<file path="src/sv/cwre_pkg.sv">
package cwre_pkg;

    // field widths
    localparam int ACTION_W = 2;
    localparam int RTT_W    = 16;
    localparam int WIN_W    = 20;
    localparam int RTO_W    = 13;
    localparam int CNT_W    = 11;
    localparam int CFG_IDX_W = 2;
    localparam int SRTT_W   = 22;
    localparam int DEV_W    = 20;

    // window fixed point
    localparam int WINDOW_FRAC_BITS = 4;
    localparam logic [WIN_W-1:0] ONE_WINDOW = WIN_W'(1 << WINDOW_FRAC_BITS);
    localparam logic [WIN_W-1:0] TWO_WINDOW = WIN_W'(2 << WINDOW_FRAC_BITS);

    // outstanding count limit
    localparam logic [CNT_W-1:0] MAX_OUTSTANDING = CNT_W'(1024);

    // retransmit timeout limits in ms
    localparam logic [RTO_W-1:0] RTO_MAX   = RTO_W'(5000);
    localparam logic [RTO_W-1:0] RTO_MIN   = RTO_W'(500);
    localparam logic [RTO_W-1:0] RTO_GUARD = RTO_W'(10);

    // register reset values
    localparam logic [WIN_W-1:0] INITIAL_CWND_RST   = WIN_W'(32);
    localparam logic [WIN_W-1:0] WINDOW_CEILING_RST = WIN_W'(1024);

    // event kinds
    typedef enum logic [ACTION_W-1:0] {
        ACT_SEND    = 2'd0,
        ACT_ACK     = 2'd1,
        ACT_TIMEOUT = 2'd2,
        ACT_NONE    = 2'd3
    } t_action;

    // configuration register indexes
    localparam logic [CFG_IDX_W-1:0] CFG_INITIAL_CWND   = CFG_IDX_W'(0);
    localparam logic [CFG_IDX_W-1:0] CFG_WINDOW_CEILING = CFG_IDX_W'(1);

endpackage

</file>
<file path="src/sv/congestion_window_rto_estimator_core.sv">
// Sender congestion window and retransmit timeout tracker. Each input word is one event
// (send, ack or timeout) and produces exactly one result word holding the state after the
// update. Events pass the input, then the result register; one event is taken every cycle
// unless the result stalls, set by the single registered update of the estimator and window
// state, and a stalled result holds back the input side only once both the input and result
// registers are full. Configuration writes load the registers at once and also reload cwnd
// (initial window) or ssthresh and the receiver window (ceiling); write them only while idle.
module congestion_window_rto_estimator_core (
    input  logic                              i_clk,
    input  logic                              i_rst_n,
    // configuration
    input  logic                              i_cfg_we,
    input  logic [cwre_pkg::CFG_IDX_W-1:0]    i_cfg_index,
    input  logic [cwre_pkg::WIN_W-1:0]        i_cfg_data,
    // event input
    input  logic                              i_in_valid,
    output logic                              o_in_stall,
    input  logic [cwre_pkg::ACTION_W-1:0]     i_action,
    input  logic                              i_ack_matched,
    input  logic [cwre_pkg::RTT_W-1:0]        i_rtt_sample_ms,
    input  logic [cwre_pkg::WIN_W-1:0]        i_peer_window,
    input  logic                              i_timeout_counts,
    // result output
    output logic                              o_out_valid,
    input  logic                              i_out_stall,
    output logic [cwre_pkg::RTO_W-1:0]        o_rto_ms,
    output logic [cwre_pkg::WIN_W-1:0]        o_cwnd_out,
    output logic [cwre_pkg::WIN_W-1:0]        o_ssthresh_out,
    output logic [cwre_pkg::WIN_W-1:0]        o_rwnd_out,
    output logic [cwre_pkg::CNT_W-1:0]        o_in_flight,
    output logic                              o_window_open
);

    localparam int WIN_W  = cwre_pkg::WIN_W;
    localparam int RTT_W  = cwre_pkg::RTT_W;
    localparam int RTO_W  = cwre_pkg::RTO_W;
    localparam int CNT_W  = cwre_pkg::CNT_W;
    localparam int SRTT_W = cwre_pkg::SRTT_W;
    localparam int DEV_W  = cwre_pkg::DEV_W;
    localparam int MEAN_W = SRTT_W - 3;
    localparam int SUM_W  = 21;

    // clamp a wide timeout into the legal range
    function automatic logic [RTO_W-1:0] clamp_rto(input logic [SUM_W-1:0] v);
        logic [RTO_W-1:0] res;
        if (v > SUM_W'(cwre_pkg::RTO_MAX)) begin
            res = cwre_pkg::RTO_MAX;
        end else if (v < SUM_W'(cwre_pkg::RTO_MIN)) begin
            res = cwre_pkg::RTO_MIN;
        end else begin
            res = v[RTO_W-1:0];
        end
        return res;
    endfunction

    // input register
    logic                      r_in_valid;
    logic [cwre_pkg::ACTION_W-1:0] r_action;
    logic                      r_matched;
    logic [RTT_W-1:0]          r_rtt;
    logic [WIN_W-1:0]          r_peer;
    logic                      r_counts;

    // configuration registers
    logic [WIN_W-1:0]          r_ceiling;

    // estimator and window state
    logic                      r_have_sample, n_have_sample;
    logic [SRTT_W-1:0]         r_srtt, n_srtt;
    logic [DEV_W-1:0]          r_dev, n_dev;
    logic [RTO_W-1:0]          r_rto, n_rto;
    logic [WIN_W-1:0]          r_cwnd, n_cwnd;
    logic [WIN_W-1:0]          r_ssthresh, n_ssthresh;
    logic [WIN_W-1:0]          r_rwnd, n_rwnd;
    logic [CNT_W-1:0]          r_outstanding, n_outstanding;
    logic                      n_window_open;

    // result register
    logic                      r_out_valid;
    logic [RTO_W-1:0]          r_rto_ms;
    logic [WIN_W-1:0]          r_cwnd_out;
    logic [WIN_W-1:0]          r_ssthresh_out;
    logic [WIN_W-1:0]          r_rwnd_out;
    logic [CNT_W-1:0]          r_in_flight;
    logic                      r_window_open;

    // handshake
    logic advance;
    logic in_ready;

    assign advance    = !r_out_valid || !i_out_stall;
    assign in_ready   = !r_in_valid || advance;
    assign o_in_stall = !in_ready;

    // estimator datapath
    logic [MEAN_W-1:0]  mean;
    logic [MEAN_W-1:0]  sample;
    logic [MEAN_W-1:0]  mag;
    logic [SRTT_W-1:0]  est_srtt;
    logic [DEV_W-1:0]   est_dev;
    logic [SUM_W-1:0]   est_rto_raw;
    logic [SUM_W-1:0]   first_rto_raw;
    logic [WIN_W:0]     grow;
    logic [WIN_W-1:0]   grown_cwnd;
    logic [WIN_W-1:0]   half_cwnd;
    logic [WIN_W-1:0]   lim_win;

    always_comb begin
        mean          = r_srtt[SRTT_W-1:3];
        sample        = MEAN_W'(r_rtt);
        mag           = (mean >= sample) ? (mean - sample) : (sample - mean);
        est_srtt      = r_srtt - SRTT_W'(mean) + SRTT_W'(r_rtt);
        est_dev       = DEV_W'((SUM_W'(r_dev) + SUM_W'(mag)) - SUM_W'(r_dev[DEV_W-1:2]));
        est_rto_raw   = SUM_W'(est_srtt[SRTT_W-1:3]) + SUM_W'(est_dev)
                      + SUM_W'(cwre_pkg::RTO_GUARD);
        first_rto_raw = SUM_W'({r_rtt, 2'b00}) + SUM_W'(cwre_pkg::RTO_GUARD);
    end

    // window growth, slow start doubles
    always_comb begin
        if (r_cwnd < r_ssthresh) begin
            grow = {r_cwnd, 1'b0};
        end else begin
            grow = {1'b0, r_cwnd} + (WIN_W+1)'(cwre_pkg::ONE_WINDOW);
        end
        grown_cwnd = (grow > {1'b0, r_ceiling}) ? r_ceiling : grow[WIN_W-1:0];
        half_cwnd  = {1'b0, r_cwnd[WIN_W-1:1]};
    end

    // next state for the event in the input register
    always_comb begin
        n_have_sample = r_have_sample;
        n_srtt        = r_srtt;
        n_dev         = r_dev;
        n_rto         = r_rto;
        n_cwnd        = r_cwnd;
        n_ssthresh    = r_ssthresh;
        n_rwnd        = r_rwnd;
        n_outstanding = r_outstanding;
        case (cwre_pkg::t_action'(r_action))
            cwre_pkg::ACT_SEND: begin
                if (r_outstanding < cwre_pkg::MAX_OUTSTANDING) begin
                    n_outstanding = r_outstanding + CNT_W'(1);
                end
            end
            cwre_pkg::ACT_ACK: begin
                n_rwnd = r_peer;
                if (r_matched) begin
                    if (r_outstanding != '0) begin
                        n_outstanding = r_outstanding - CNT_W'(1);
                    end
                    n_have_sample = 1'b1;
                    if (!r_have_sample) begin
                        n_srtt = SRTT_W'({r_rtt, 3'b000});
                        n_dev  = '0;
                        n_rto  = clamp_rto(first_rto_raw);
                    end else begin
                        n_srtt = est_srtt;
                        n_dev  = est_dev;
                        n_rto  = clamp_rto(est_rto_raw);
                    end
                    n_cwnd = grown_cwnd;
                end
            end
            cwre_pkg::ACT_TIMEOUT: begin
                if (r_counts) begin
                    n_rto      = clamp_rto(SUM_W'({r_rto, 1'b0}));
                    n_ssthresh = (half_cwnd < cwre_pkg::TWO_WINDOW) ?
                                 cwre_pkg::TWO_WINDOW : half_cwnd;
                    n_cwnd     = cwre_pkg::TWO_WINDOW;
                end
                if (r_outstanding != '0) begin
                    n_outstanding = r_outstanding - CNT_W'(1);
                end
            end
            default: begin
            end
        endcase
        lim_win       = ((n_cwnd < n_rwnd) ? n_cwnd : n_rwnd) >> cwre_pkg::WINDOW_FRAC_BITS;
        n_window_open = (WIN_W'(n_outstanding) < lim_win);
    end

    // input word register
    always_ff @(posedge i_clk) begin
        if (!i_rst_n) begin
            r_in_valid <= 1'b0;
        end else if (in_ready) begin
            r_in_valid <= i_in_valid;
        end
        if (in_ready && i_in_valid) begin
            r_action  <= i_action;
            r_matched <= i_ack_matched;
            r_rtt     <= i_rtt_sample_ms;
            r_peer    <= i_peer_window;
            r_counts  <= i_timeout_counts;
        end
    end

    // state update and configuration writes
    always_ff @(posedge i_clk) begin
        if (!i_rst_n) begin
            r_ceiling      <= cwre_pkg::WINDOW_CEILING_RST;
            r_have_sample  <= 1'b0;
            r_srtt         <= '0;
            r_dev          <= '0;
            r_rto          <= cwre_pkg::RTO_MAX;
            r_cwnd         <= cwre_pkg::INITIAL_CWND_RST;
            r_ssthresh     <= cwre_pkg::WINDOW_CEILING_RST;
            r_rwnd         <= cwre_pkg::WINDOW_CEILING_RST;
            r_outstanding  <= '0;
        end else if (i_cfg_we) begin
            if (i_cfg_index == cwre_pkg::CFG_INITIAL_CWND) begin
                r_cwnd         <= i_cfg_data;
            end else if (i_cfg_index == cwre_pkg::CFG_WINDOW_CEILING) begin
                r_ceiling  <= i_cfg_data;
                r_ssthresh <= i_cfg_data;
                r_rwnd     <= i_cfg_data;
            end
        end else if (r_in_valid && advance) begin
            r_have_sample <= n_have_sample;
            r_srtt        <= n_srtt;
            r_dev         <= n_dev;
            r_rto         <= n_rto;
            r_cwnd        <= n_cwnd;
            r_ssthresh    <= n_ssthresh;
            r_rwnd        <= n_rwnd;
            r_outstanding <= n_outstanding;
        end
    end

    // result word register
    always_ff @(posedge i_clk) begin
        if (!i_rst_n) begin
            r_out_valid <= 1'b0;
        end else if (advance) begin
            r_out_valid <= r_in_valid;
        end
        if (advance && r_in_valid) begin
            r_rto_ms       <= n_rto;
            r_cwnd_out     <= n_cwnd;
            r_ssthresh_out <= n_ssthresh;
            r_rwnd_out     <= n_rwnd;
            r_in_flight    <= n_outstanding;
            r_window_open  <= n_window_open;
        end
    end

    assign o_out_valid    = r_out_valid;
    assign o_rto_ms       = r_rto_ms;
    assign o_cwnd_out     = r_cwnd_out;
    assign o_ssthresh_out = r_ssthresh_out;
    assign o_rwnd_out     = r_rwnd_out;
    assign o_in_flight    = r_in_flight;
    assign o_window_open  = r_window_open;

    // timeout always stays within its clamp range
    a_rto_range: assert property (@(posedge i_clk) disable iff (!i_rst_n)
        (r_rto >= cwre_pkg::RTO_MIN) && (r_rto <= cwre_pkg::RTO_MAX))
        else $error("rto out of range");

    // outstanding count never passes its ceiling
    a_count_limit: assert property (@(posedge i_clk) disable iff (!i_rst_n)
        r_outstanding <= cwre_pkg::MAX_OUTSTANDING)
        else $error("outstanding count above limit");

    // a full pipe with a stalled result pushes back on the input
    a_backpressure: assert property (@(posedge i_clk) disable iff (!i_rst_n)
        (r_in_valid && r_out_valid && i_out_stall) |-> o_in_stall)
        else $error("input taken while pipe is full");

    // a held result word keeps its state fields
    a_result_held: assert property (@(posedge i_clk) disable iff (!i_rst_n)
        (r_out_valid && i_out_stall) |=> (r_out_valid && $stable(r_rto_ms)
                                          && $stable(r_in_flight)))
        else $error("stalled result changed");

endmodule
</file>
<file path="config.mk">
export PLATFORM = sky130hd
export DESIGN_NAME = congestion_window_rto_estimator_core
export DESIGN_NICKNAME = d
export VERILOG_FILES = /design/src/sv/cwre_pkg.sv /design/src/sv/congestion_window_rto_estimator_core.sv
export SDC_FILE = /design/constraint.sdc
export NUM_CORES = 1
export LEC_CHECK = 0
export ABC_CLOCK_PERIOD_IN_PS = 8000
export BUFFER_PORTS_ARGS = -buffer_cell sky130_fd_sc_hd__buf_4
export CAP_MARGIN = 20
export CORE_UTILIZATION = 40
export DETAILED_ROUTE_END_ITERATION = 10
export SLEW_MARGIN = 20
export SYNTH_ARGS = -nofsm -noshare
export SYNTH_HDL_FRONTEND = slang
export SYNTH_SLANG_ARGS = --single-unit
</file>
<file path="constraint.sdc">
create_clock -name i_clk -period 8 [get_ports i_clk]
set_clock_uncertainty 0.1 [all_clocks]
set_input_delay 1.6 -clock i_clk [delete_from_list [all_inputs] [get_ports i_clk]]
set_output_delay 1.6 -clock i_clk [all_outputs]
set_load 0.01 [all_outputs]
</file>
==> results.toml, run 1 <==
[placed_design]
gp_congestion = 0.920
placed_cells = 3187
dpl_worst_slack_ns = -0.175
dp_hpwl_um = 49200
portBuffers = 153
placed_area_sq_um = 22800

[route]
drtAntennaViolNets = 0
wl_per_cell_um = 20.2
viasPerCell = 5.67
dr_total_vias = 18600
drc = 0
drt-pass1-iter-count = 6
wirelength_um = 66200
drt_iter0_markers = 1653

[pwr]
p_leak_nw = 10.3
power_w = 0.00578
p_switching_w = 0.00216
swShare_pct = 37.3
comb_power_share_pct = 43.7
clkPwrFrac_pct = 28.9
powerDensity_nw_per_um2 = 232
p_seq_share_pct = 27.3
ir_drop_mv = 0.138
p_int_w = 0.00362

[setup_path]
critPathKind = "reg -> reg"
slowest_delay_ns = 0.41
cp_max_fo = 7
crit_top_cell = "ha_1"
endpoint_kind = "flop"
cp_slowest_cell = "o21ai_1"
startpoint_type = "flop"
arrival_ns = 8.08
required_ns = 8.30

[sta]
finalHoldViolCount = 0
setup_viol = 0
max_freq_mhz = 128
setup_ws_ns = 0.212
drv_slew = 0
rsz0062_at_grt = "yes"
worst_pin_slew_ns = 1.09
relSlewSlack_pct = 27.6
fin_crit_sh_pct = 97.3
post-route-min-period_ns = 7.79

[yosys]
synth_seq_area_share_pct = 33.2
syn_inst = 2357
synthFlopType = "dfxtp_1"
ys_ff_latch = 274
synth_area_leader_cell = "edfxtp_1"
synth_top_area_share_pct = 18.5
syn-cell-area_sq_um = 20300
ys_async_sr_fraction_pct = 0
syn_avg_cell_area_sq_um = 8.61
synth_edf_count = 125
synth_cell_types = 69
synth_area_leaders = "edfxtp_1, dfxtp_1, ha_1, nand2_1, inv_1"
ys_warn_count = 0
synth_fp_nets = 2657

[clock_tree]
cts_hold_buffers = 0
clk_pin_slew_ns = 0.06
clockBufferDepth = 3
clkSinkCount = 274
clock_latency_ns = 0.56
htree_levels = 2
cts_made_buffers = 35
cts_tree = "built"
root_buffer = "clkbuf_16"

[final_layout]
areaGrowthSynthToFinish_pct = 22.8
drive_above_1_share_pct = 20.0
nets = 2877
diodes = 0
fillers = 4762
layout_commonest_cell = "buf_4"
final_cell_mix = "buf_4, nand2_1, inv_1, ha_1, dfxtp_1"
final_cells = 3275
postLayoutCellArea_sq_um = 24900

[run_status]
outcome = "finished clean"

[floorplanning]
die_height_um = 227
io_pins = 154
dieWidth_um = 227
initial_core_util_pct = 40.5
die_area_sq_um = 51600
rows = 82
core-area_sq_um = 50100

[global_routing]
antenna_found_initial = 0
grt_max_degree = 103
gr-total-overflow = 0
grt_pass1_vias = 17200
grt_usage_pct = 24.7
grt_pass1_wl_um = 98600

[hold_path]
worstHoldPathType = "reg -> reg"

[job]
drv_cap = 0
==> through the flow <==
step	hold WS [ns]	setup TNS, ns	util, %
global route	0.380	-1.28	49.7
global placement	0.351	0	45.6
detailed placement	0.357	-0.271	45.6
finish	0.361	0	49.7
floorplan	0.338	0	-
CTS	0.365	0	48.0
==> repair_timing <==
item / CTS / global route
pin swaps: 0 / 72
resized for setup: 6 / 146
setup buffers: 0 / 23
endpoints found under the setup margin: 5 / 27
gates cloned: 0 / 3
endpoints found under the hold margin: 0 / 0
==> power by group through the flow <==
| stage | registers [W] | logic (W) | clock network (W) |
|---|---|---|---|
| floorplan | 0.00161 | 0.00156 | 0 |
| global placement | 0.00161 | 0.00221 | 0 |
| detailed placement | 0.00161 | 0.00223 | 0 |
| CTS | 0.00158 | 0.00226 | 0.00170 |
| global route | 0.00158 | 0.00277 | 0.00176 |
| finish | 0.00158 | 0.00253 | 0.00167 |
==> cell type report <==
cell class / instances / area [sq um] / area share (%)
repair buffers: 314 / 2450 / 9.86
flip-flops and latches: 274 / 6750 / 27.1
clock inverters: 14 / 196 / 0.789
multi-input cells: 1718 / 12800 / 51.3
inverters: 234 / 878 / 3.53
clock buffers: 49 / 1020 / 4.10
well taps: 672 / 841 / 3.38
==> synth_stat cells, types with 5 or more instances <==
cell       count
nand2_1      266
inv_1        234
ha_1         196
dfxtp_1      149
o21ai_0      141
nor2_1       139
a21oi_1      131
edfxtp_1     125
clkbuf_1     111
a21boi_0      96
o211ai_1      81
xnor2_1       53
nand3_1       47
a21o_1        41
mux2i_1       41
nand2b_1      41
nor3_1        39
fa_1          37
nor2b_1       33
nand4_1       31
xor2_1        26
a31oi_1       25
mux2_2        22
o21bai_1      20
o21a_1        18
a22oi_1       17
and3_1        17
nor4_1        13
buf_2         11
o211a_1       11
o31ai_1       11
buf_1          9
nor3b_1        8
o41ai_1        8
a211oi_1       7
o221ai_1       7
a31o_2         6
a32o_1         6
or2_2          6
a221o_1        5
o2111ai_1      5
o22ai_1        5
or3_1          5
==> critical path, delay by kind of cell, from the launching register on <==
kind | cells | cell delay (ns)
mux | 2 | 0.30
buf+inv | 4 | 0.53
fa+ha+maj | 4 | 1.17
compound gates | 20 | 3.59
simple gates | 7 | 1.60
flops | 1 | 0.33
==> routing by layer <==
metal,routed length [um],track usage (%)
met4,1420,6.49
met2,28500,37.3
met5,0,0
met1,31600,36.8
met3,4600,3.18
==> sequential cells by signal, summed over array words and instances, names as in the netlist, 11 cells and up <==
name and count:
o_rwnd_out 20, r_rtt 16, r_rto 13, o_ssthresh_out 20
r_cwnd 20, r_rwnd 20, r_peer 20, r_outstanding 11
o_cwnd_out 20, o_in_flight 11, r_ssthresh 20, r_srtt 22
r_ceiling 20, r_dev 20, o_rto_ms 13
==> worst paths after layout <==
check	start	end	slack (ns)	depth (start not counted)
setup / recovery	r_ssthresh[2]	o_window_open	0.21	37
hold / removal	r_rwnd[9]	r_rwnd[9]	0.36	2
setup reg to reg	r_ssthresh[2]	o_window_open	0.21	37
hold reg to reg	r_rwnd[9]	r_rwnd[9]	0.36	2
==> cells by family (layout without fill, tap and decap cells) <==
kind of cell	after synthesis	count (layout)	share of synthesized area, %
compound gates	680	680	22.5
xor+xnor	79	79	3.41
simple gates	663	663	15.1
fa+ha+maj	233	233	15.7
buf+inv	365	611	6.82
flops	274	274	33.2
mux	63	63	3.24
No activity file was read; power rests on OpenSTA's default activity.
==> run 2: changes to the inputs <==
--- a/config.mk
+++ b/config.mk
@@ -5,11 +5,14 @@
 export SDC_FILE = /design/constraint.sdc
 export NUM_CORES = 1
 export LEC_CHECK = 0
+export ABC_AREA = 0
 export ABC_CLOCK_PERIOD_IN_PS = 8000
 export BUFFER_PORTS_ARGS = -buffer_cell sky130_fd_sc_hd__buf_4
 export CAP_MARGIN = 20
+export CORE_MARGIN = 5
 export CORE_UTILIZATION = 40
 export DETAILED_ROUTE_END_ITERATION = 10
+export GPL_TIMING_DRIVEN = 0
 export SLEW_MARGIN = 20
 export SYNTH_ARGS = -nofsm -noshare
 export SYNTH_HDL_FRONTEND = slang
==> run 2 against run 1 <==
  * The run now ends with setup timing left
  * Via count is 2.0% higher
  * Clock power is 2% lower
  * Die area is 7.2% higher
  * Hold slack worse by 0.0015 ns
  * Combinational power is 8.3% higher
  * Fmax is 3.5% lower
  * Register-to-register slack worse by 0.29 ns
  * First-iteration DRC count is 4.3% lower
  * Critical path depth stayed put
  * Critical path type unchanged
  * Largest cell class unchanged
  * Largest power group unchanged
==> results.toml, run 2 (synthesized netlist as in run 1, its figures left out) <==
[setup_path]
arrival_ns = 8.34
startpoint_type = "flop"
cp_max_fo = 10
reg2regPathDepth = 37
slowest_delay_ns = 0.65
cp_slowest_cell = "o21ai_1"
endpoint_kind = "flop"
reg2reg_from = "r_ssthresh[14]"
required_ns = 8.27
critPathKind = "reg -> reg"
cp-startpoint = "r_ssthresh[14]"

[sta]
finalHoldViolCount = 0
setup-tns-final_ns = -0.0740
fin_crit_sh_pct = 101
relSlewSlack_pct = 27.9
post-route-min-period_ns = 8.07
setup_viol = 1
drv_slew = 0
max_freq_mhz = 124
rsz0062_at_grt = "yes"
setup_ws_ns = -0.0740
worst_pin_slew_ns = 1.07

[floorplanning]
initial_core_util_pct = 40.4
dieWidth_um = 235
die_height_um = 235
core-area_sq_um = 50200
die_area_sq_um = 55300
io_pins = 154
rows = 82

[global_routing]
grtUsageMet2_pct = 38.3
met3_usage_pct = 5.58
grt_max_degree = 57
globalRouteMet1Util_pct = 33.0
antenna_found_initial = 0
grt_pass1_wl_um = 107000
gr-total-overflow = 0
grt.busiest_layer = "met2"
grt_usage_pct = 24.2
grt_pass1_vias = 18200

[hold_path]
holdPathStages = 2
worstHoldPathType = "reg -> reg"
hold_start = "r_rwnd[7]"

[clock_tree]
clk_pin_slew_ns = 0.06
clock_latency_ns = 0.55
clockBufferDepth = 3
cts_tree = "built"
clkSinkCount = 274
htree_levels = 2
cts_made_buffers = 35
root_buffer = "clkbuf_16"
cts_hold_buffers = 0

[route]
wirelength_um = 71100
viasPerCell = 5.70
wl_per_cell_um = 21.4
drtAntennaViolNets = 0
dr_total_vias = 18900
drt-pass1-iter-count = 7
drt_iter0_markers = 1582
drc = 0

[pwr]
p_leak_nw = 10.2
powerDensity_nw_per_um2 = 235
ir_drop_mv = 0.149
power_w = 0.00594

[final_layout]
max_flop_register = "r_srtt"
drive_above_1_share_pct = 19.8
final_cell_mix = "nand2_1, buf_4, inv_1, ha_1, dfxtp_1"
fillers = 4638
layout_commonest_cell = "nand2_1"
nets = 2924
largest_reg_flops = 22
diodes = 0
areaGrowthSynthToFinish_pct = 24.7

[run_status]
violations = "setup timing"
outcome = "finished, violations left"

[placed_design]
portBuffers = 151
dp_hpwl_um = 54300
gp_congestion = 0.933

[job]
drv_cap = 0
-- run 2: changes by cell type in the layout (fill, tap and decap cells not counted), moves of 9 or more --
cell / delta
inv_1: -10
buf_4: -68
ha_4: +9
ha_1: -12
clkbuf_1: +87
-- run 2: where the power goes --
| part | internal (W) | total [W] | switching, W |
|---|---|---|---|
| Combinational | 0.00118 | 0.00274 | 0.00156 |
| Sequential | 0.00154 | 0.00158 | 0.0000392 |
| Clock | 0.000950 | 0.00163 | 0.000675 |
| Total | 0.00367 | 0.00594 | 0.00228 |
-- run 2: final timing paths --
path | slack [ns] | to
max | -0.07 | o_window_open
min | 0.36 | r_rwnd[7]
max reg2reg | -0.07 | o_window_open
min reg2reg | 0.36 | r_rwnd[7]
-- run 2: timing repair --
item / in CTS / in global routing
gates cloned: 2 / 0
setup endpoints to repair: 27 / 27
gates resized for setup: 189 / 89
pin swaps: 66 / 54
setup buffers: 53 / 32
-- run 2: worst max-delay path: cells and delay by family, from the launching register on --
family / cells / cell delay (ns)
AO/OA/AOI/OAI: 18 / 3.62
AND/OR/NAND/NOR: 7 / 1.49
flip-flops: 1 / 0.33
adder cells (fa/ha/maj): 4 / 1.17
buffers and inverters: 6 / 0.82
multiplexers: 2 / 0.35
-- run 2: cell type report --
class / count / area, sq um / area share, %
plain buffers: 120 / 589 / 2.33
clock buffers: 42 / 942 / 3.72
clock inverters: 21 / 231 / 0.915
inverters: 234 / 887 / 3.51
multi-input cells: 1719 / 13200 / 52.1
flip-flops and latches: 274 / 6760 / 26.7
well taps: 672 / 841 / 3.32
repair buffers: 240 / 1870 / 7.40
-- run 2: per-layer routing --
layer	up-vias	wire [um]	part of all wire, %
li1	8906	-	-
met1	9193	30900	44
met2	735	31800	45
met3	111	6080	8.5
met4	0	2260	3.2
met5	-	0	0
-- run 2: through the flow --
step	worst slack (ns)	std cells	instance area [sq um]	util (%)	hold WS, ns
after floorplan	0.0344	2357	20300	-	0.338
after global placement	-2.45	3180	22300	44.4	0.348
after detailed placement	-2.44	3183	22300	44.5	0.353
after CTS	-0.215	3290	24700	49.2	0.361
after global routing	-0.533	3322	25300	50.4	0.380
final	-0.0740	3322	25300	50.4	0.359
==> run 3: changes to the inputs <==
--- a/config.mk
+++ b/config.mk
@@ -5,7 +5,7 @@
 export SDC_FILE = /design/constraint.sdc
 export NUM_CORES = 1
 export LEC_CHECK = 0
-export ABC_AREA = 0
+export ABC_AREA = 1
 export ABC_CLOCK_PERIOD_IN_PS = 8000
 export BUFFER_PORTS_ARGS = -buffer_cell sky130_fd_sc_hd__buf_4
 export CAP_MARGIN = 20
==> run 3 against run 2 <==
  * The flow now finishes without violations
  * First-iteration DRC count rose by 12%
  * Register-to-register slack improved by 0.35 ns
  * Largest cell class unchanged
  * Die area fell by 1.9%
==> results.toml, run 3 <==
[run_status]
outcome = "finished clean"

[clock_tree]
clockBufferDepth = 3
htree_levels = 2
clkSinkCount = 274
root_buffer = "clkbuf_16"
cts_hold_buffers = 0
cts_made_buffers = 35
cts_tree = "built"
clock_latency_ns = 0.57
clk_pin_slew_ns = 0.06

[setup_path]
cp_max_fo = 5
critPathKind = "reg -> reg"
slowest_delay_ns = 0.51
cp_slowest_cell = "edfxtp_1"
startpoint_type = "flop"
rrSetupSlack_ns = 0.28
reg2reg_from = "r_rtt[2]"
arrival_ns = 7.88
required_ns = 8.16
crit_top_cell = "nand2_1"
r2r_end = "o_rto_ms[8]"
reg2regPathDepth = 49
endpoint_kind = "flop"

[final_layout]
nets = 3117
drive_above_1_share_pct = 15.9
areaGrowthSynthToFinish_pct = 21.4
diodes = 0
postLayoutCellArea_sq_um = 24100
layout_commonest_cell = "nand2_1"
largest_reg_flops = 22
max_flop_register = "r_srtt"
final_cell_mix = "nand2_1, inv_1, a21oi_1, o21ai_0, buf_4"
final_cells = 3507

[sta]
post-route-min-period_ns = 7.72
worst_pin_slew_ns = 1.27
setup_viol = 0
finalHoldViolCount = 0
relSlewSlack_pct = 14.1
max_freq_mhz = 130
fin_crit_sh_pct = 96.5
rsz0062_at_grt = "yes"
drv_slew = 0

[floorplanning]
die_height_um = 233
core-area_sq_um = 49100
dieWidth_um = 233
rows = 81
initial_core_util_pct = 40.5
io_pins = 154
die_area_sq_um = 54300

[placed_design]
placed_area_sq_um = 21900
dp_hpwl_um = 57000
placed_cells = 3390
gp_congestion = 0.960
portBuffers = 152

[yosys]
synth_top_area_share_pct = 18.9
synth_seq_area_share_pct = 33.9
ys_async_sr_fraction_pct = 0
synth_most_common_cell = "nand2_1"
synth_area_leader_cell = "edfxtp_1"
ys_ff_latch = 274
syn-cell-area_sq_um = 19900
synth_area_leaders = "edfxtp_1, dfxtp_1, ha_1, nand2_1, a21oi_1"
synth_cell_types = 64
synthFlopType = "dfxtp_1"
synth_edf_count = 125
ys_top_cells_by_count = "nand2_1, inv_1, a21oi_1"
synth_fp_nets = 2872
syn_inst = 2572
syn_avg_cell_area_sq_um = 7.73
ys_warn_count = 0

[global_routing]
grt_pass1_wl_um = 108000
grt_usage_pct = 25.9
gr-total-overflow = 0
grt_max_degree = 57
antenna_found_initial = 3
grt_pass1_vias = 18300

[pwr]
powerDensity_nw_per_um2 = 246
p_int_w = 0.00358
p_switching_w = 0.00236
p_seq_share_pct = 27.2
clkPwrFrac_pct = 29.0
comb_power_share_pct = 43.8
ir_drop_mv = 0.188
p_leak_nw = 10.8
swShare_pct = 39.7

[route]
drc = 0
viasPerCell = 5.44
dr_total_vias = 19100
drt-pass1-iter-count = 5
wirelength_um = 72600
wl_per_cell_um = 20.7
drtAntennaViolNets = 0
drt_iter0_markers = 1764

[hold_path]
holdPathStages = 2
min_to = "r_dev[13]"
worstHoldPathType = "reg -> reg"
hold_start = "r_dev[13]"

[job]
drv_cap = 0
==> run 3: cell types whose count changed after synthesis, sizes merged, moves of 46 or more <==
cell	previous run	this run
nand2	266	467
a21oi	132	328
inv	234	421
a21boi	96	1
o211ai	82	14
xor2	26	72
o21ai	144	248
==> run 3: cells by family (layout without fill, tap and decap cells) <==
family | after synthesis | after routing | synth area share (%)
adder cells (fa/ha/maj) | 233 | 233 | 16.1
AND/OR/NAND/NOR | 753 | 754 | 16.1
buffers and inverters | 511 | 781 | 9.73
AO/OA/AOI/OAI | 711 | 711 | 20.2
XOR/XNOR | 83 | 83 | 3.66
multiplexers | 7 | 7 | 0.359
flip-flops | 274 | 274 | 33.9
==> run 3: layout make-up <==
| class | count | area (sq um) |
|---|---|---|
| Tap cell | 664 | 831 |
| Fill cell | 4822 | 24900 |
| Buffer | 85 | 355 |
| Clock inverter | 18 | 268 |
| Sequential cell | 274 | 6740 |
| Clock buffer | 45 | 966 |
| Inverter | 424 | 1600 |
| Timing Repair Buffer | 209 | 1610 |
| Multi-Input combinational cell | 1788 | 11800 |
==> run 3: worst max-delay path: cells and delay by family (launching register included) <==
kind,cells,cell delay (ns)
buffers and inverters,10,0.98
and+or+nand+nor,17,1.75
adders and majority gates,5,1.43
muxes,1,0.21
AOI/OAI and AO/OA,13,1.79
DFF,1,0.51
xor gates and xnor gates,3,0.65
==> run 3: worst max-delay path by stage <==
stage,from,end,cells after the start
floorplan,r_rtt[2],o_rto_ms[7],44
global placement,r_rtt[2],o_rto_ms[8],45
detailed placement,r_rtt[2],o_rto_ms[9],44
CTS,r_rtt[2],o_rto_ms[9],44
global route,r_rtt[2],r_rto[6],54
finish,r_rtt[2],o_rto_ms[8],49
==> run 3: per-stage QoR <==
| stage | power (W) | setup WS [ns] | hold WS, ns | utilization, % | setup TNS [ns] |
|---|---|---|---|---|---|
| after detailed placement | 0.00388 | -1.14 | 0.359 | 44.7 | -27.63 |
| after global placement | 0.00382 | -1.10 | 0.355 | 44.6 | -26.19 |
| after CTS | 0.00570 | 0.00409 | 0.368 | 47.8 | 0 |
| after floorplan | 0.00321 | 0.665 | 0.345 | - | 0 |
| final | 0.00595 | 0.279 | 0.370 | 49.2 | 0 |
| after global routing | 0.00632 | -0.117 | 0.385 | 49.2 | -1.58 |
==> run 3: what timing repair did <==
action,CTS,global route
endpoints found under the setup margin,27,27
gates resized for setup,31,112
pin swaps,12,56
cloned,1,0
setup buffers,26,29
==> run 3: metal layers <==
| metal | GRT usage [%] | vias to the layer above | share of wire [%] |
|---|---|---|---|
| met1 | 37.1 | 9036 | 45 |
| met3 | 4.59 | 114 | 8.3 |
| met5 | 0 | - | 0 |
| li1 | - | 9141 | - |
| met4 | 6.89 | 0 | 2.6 |
| met2 | 40.3 | 804 | 44 |
==> run 3: power groups by stage <==
| stage | Clock, W | Combinational, W | Sequential [W] |
|---|---|---|---|
| CTS | 0.00176 | 0.00232 | 0.00161 |
| floorplan | 0 | 0.00157 | 0.00164 |
| global route | 0.00181 | 0.00288 | 0.00162 |
| detailed placement | 0 | 0.00224 | 0.00164 |
| global placement | 0 | 0.00217 | 0.00165 |
| finish | 0.00173 | 0.00261 | 0.00162 |
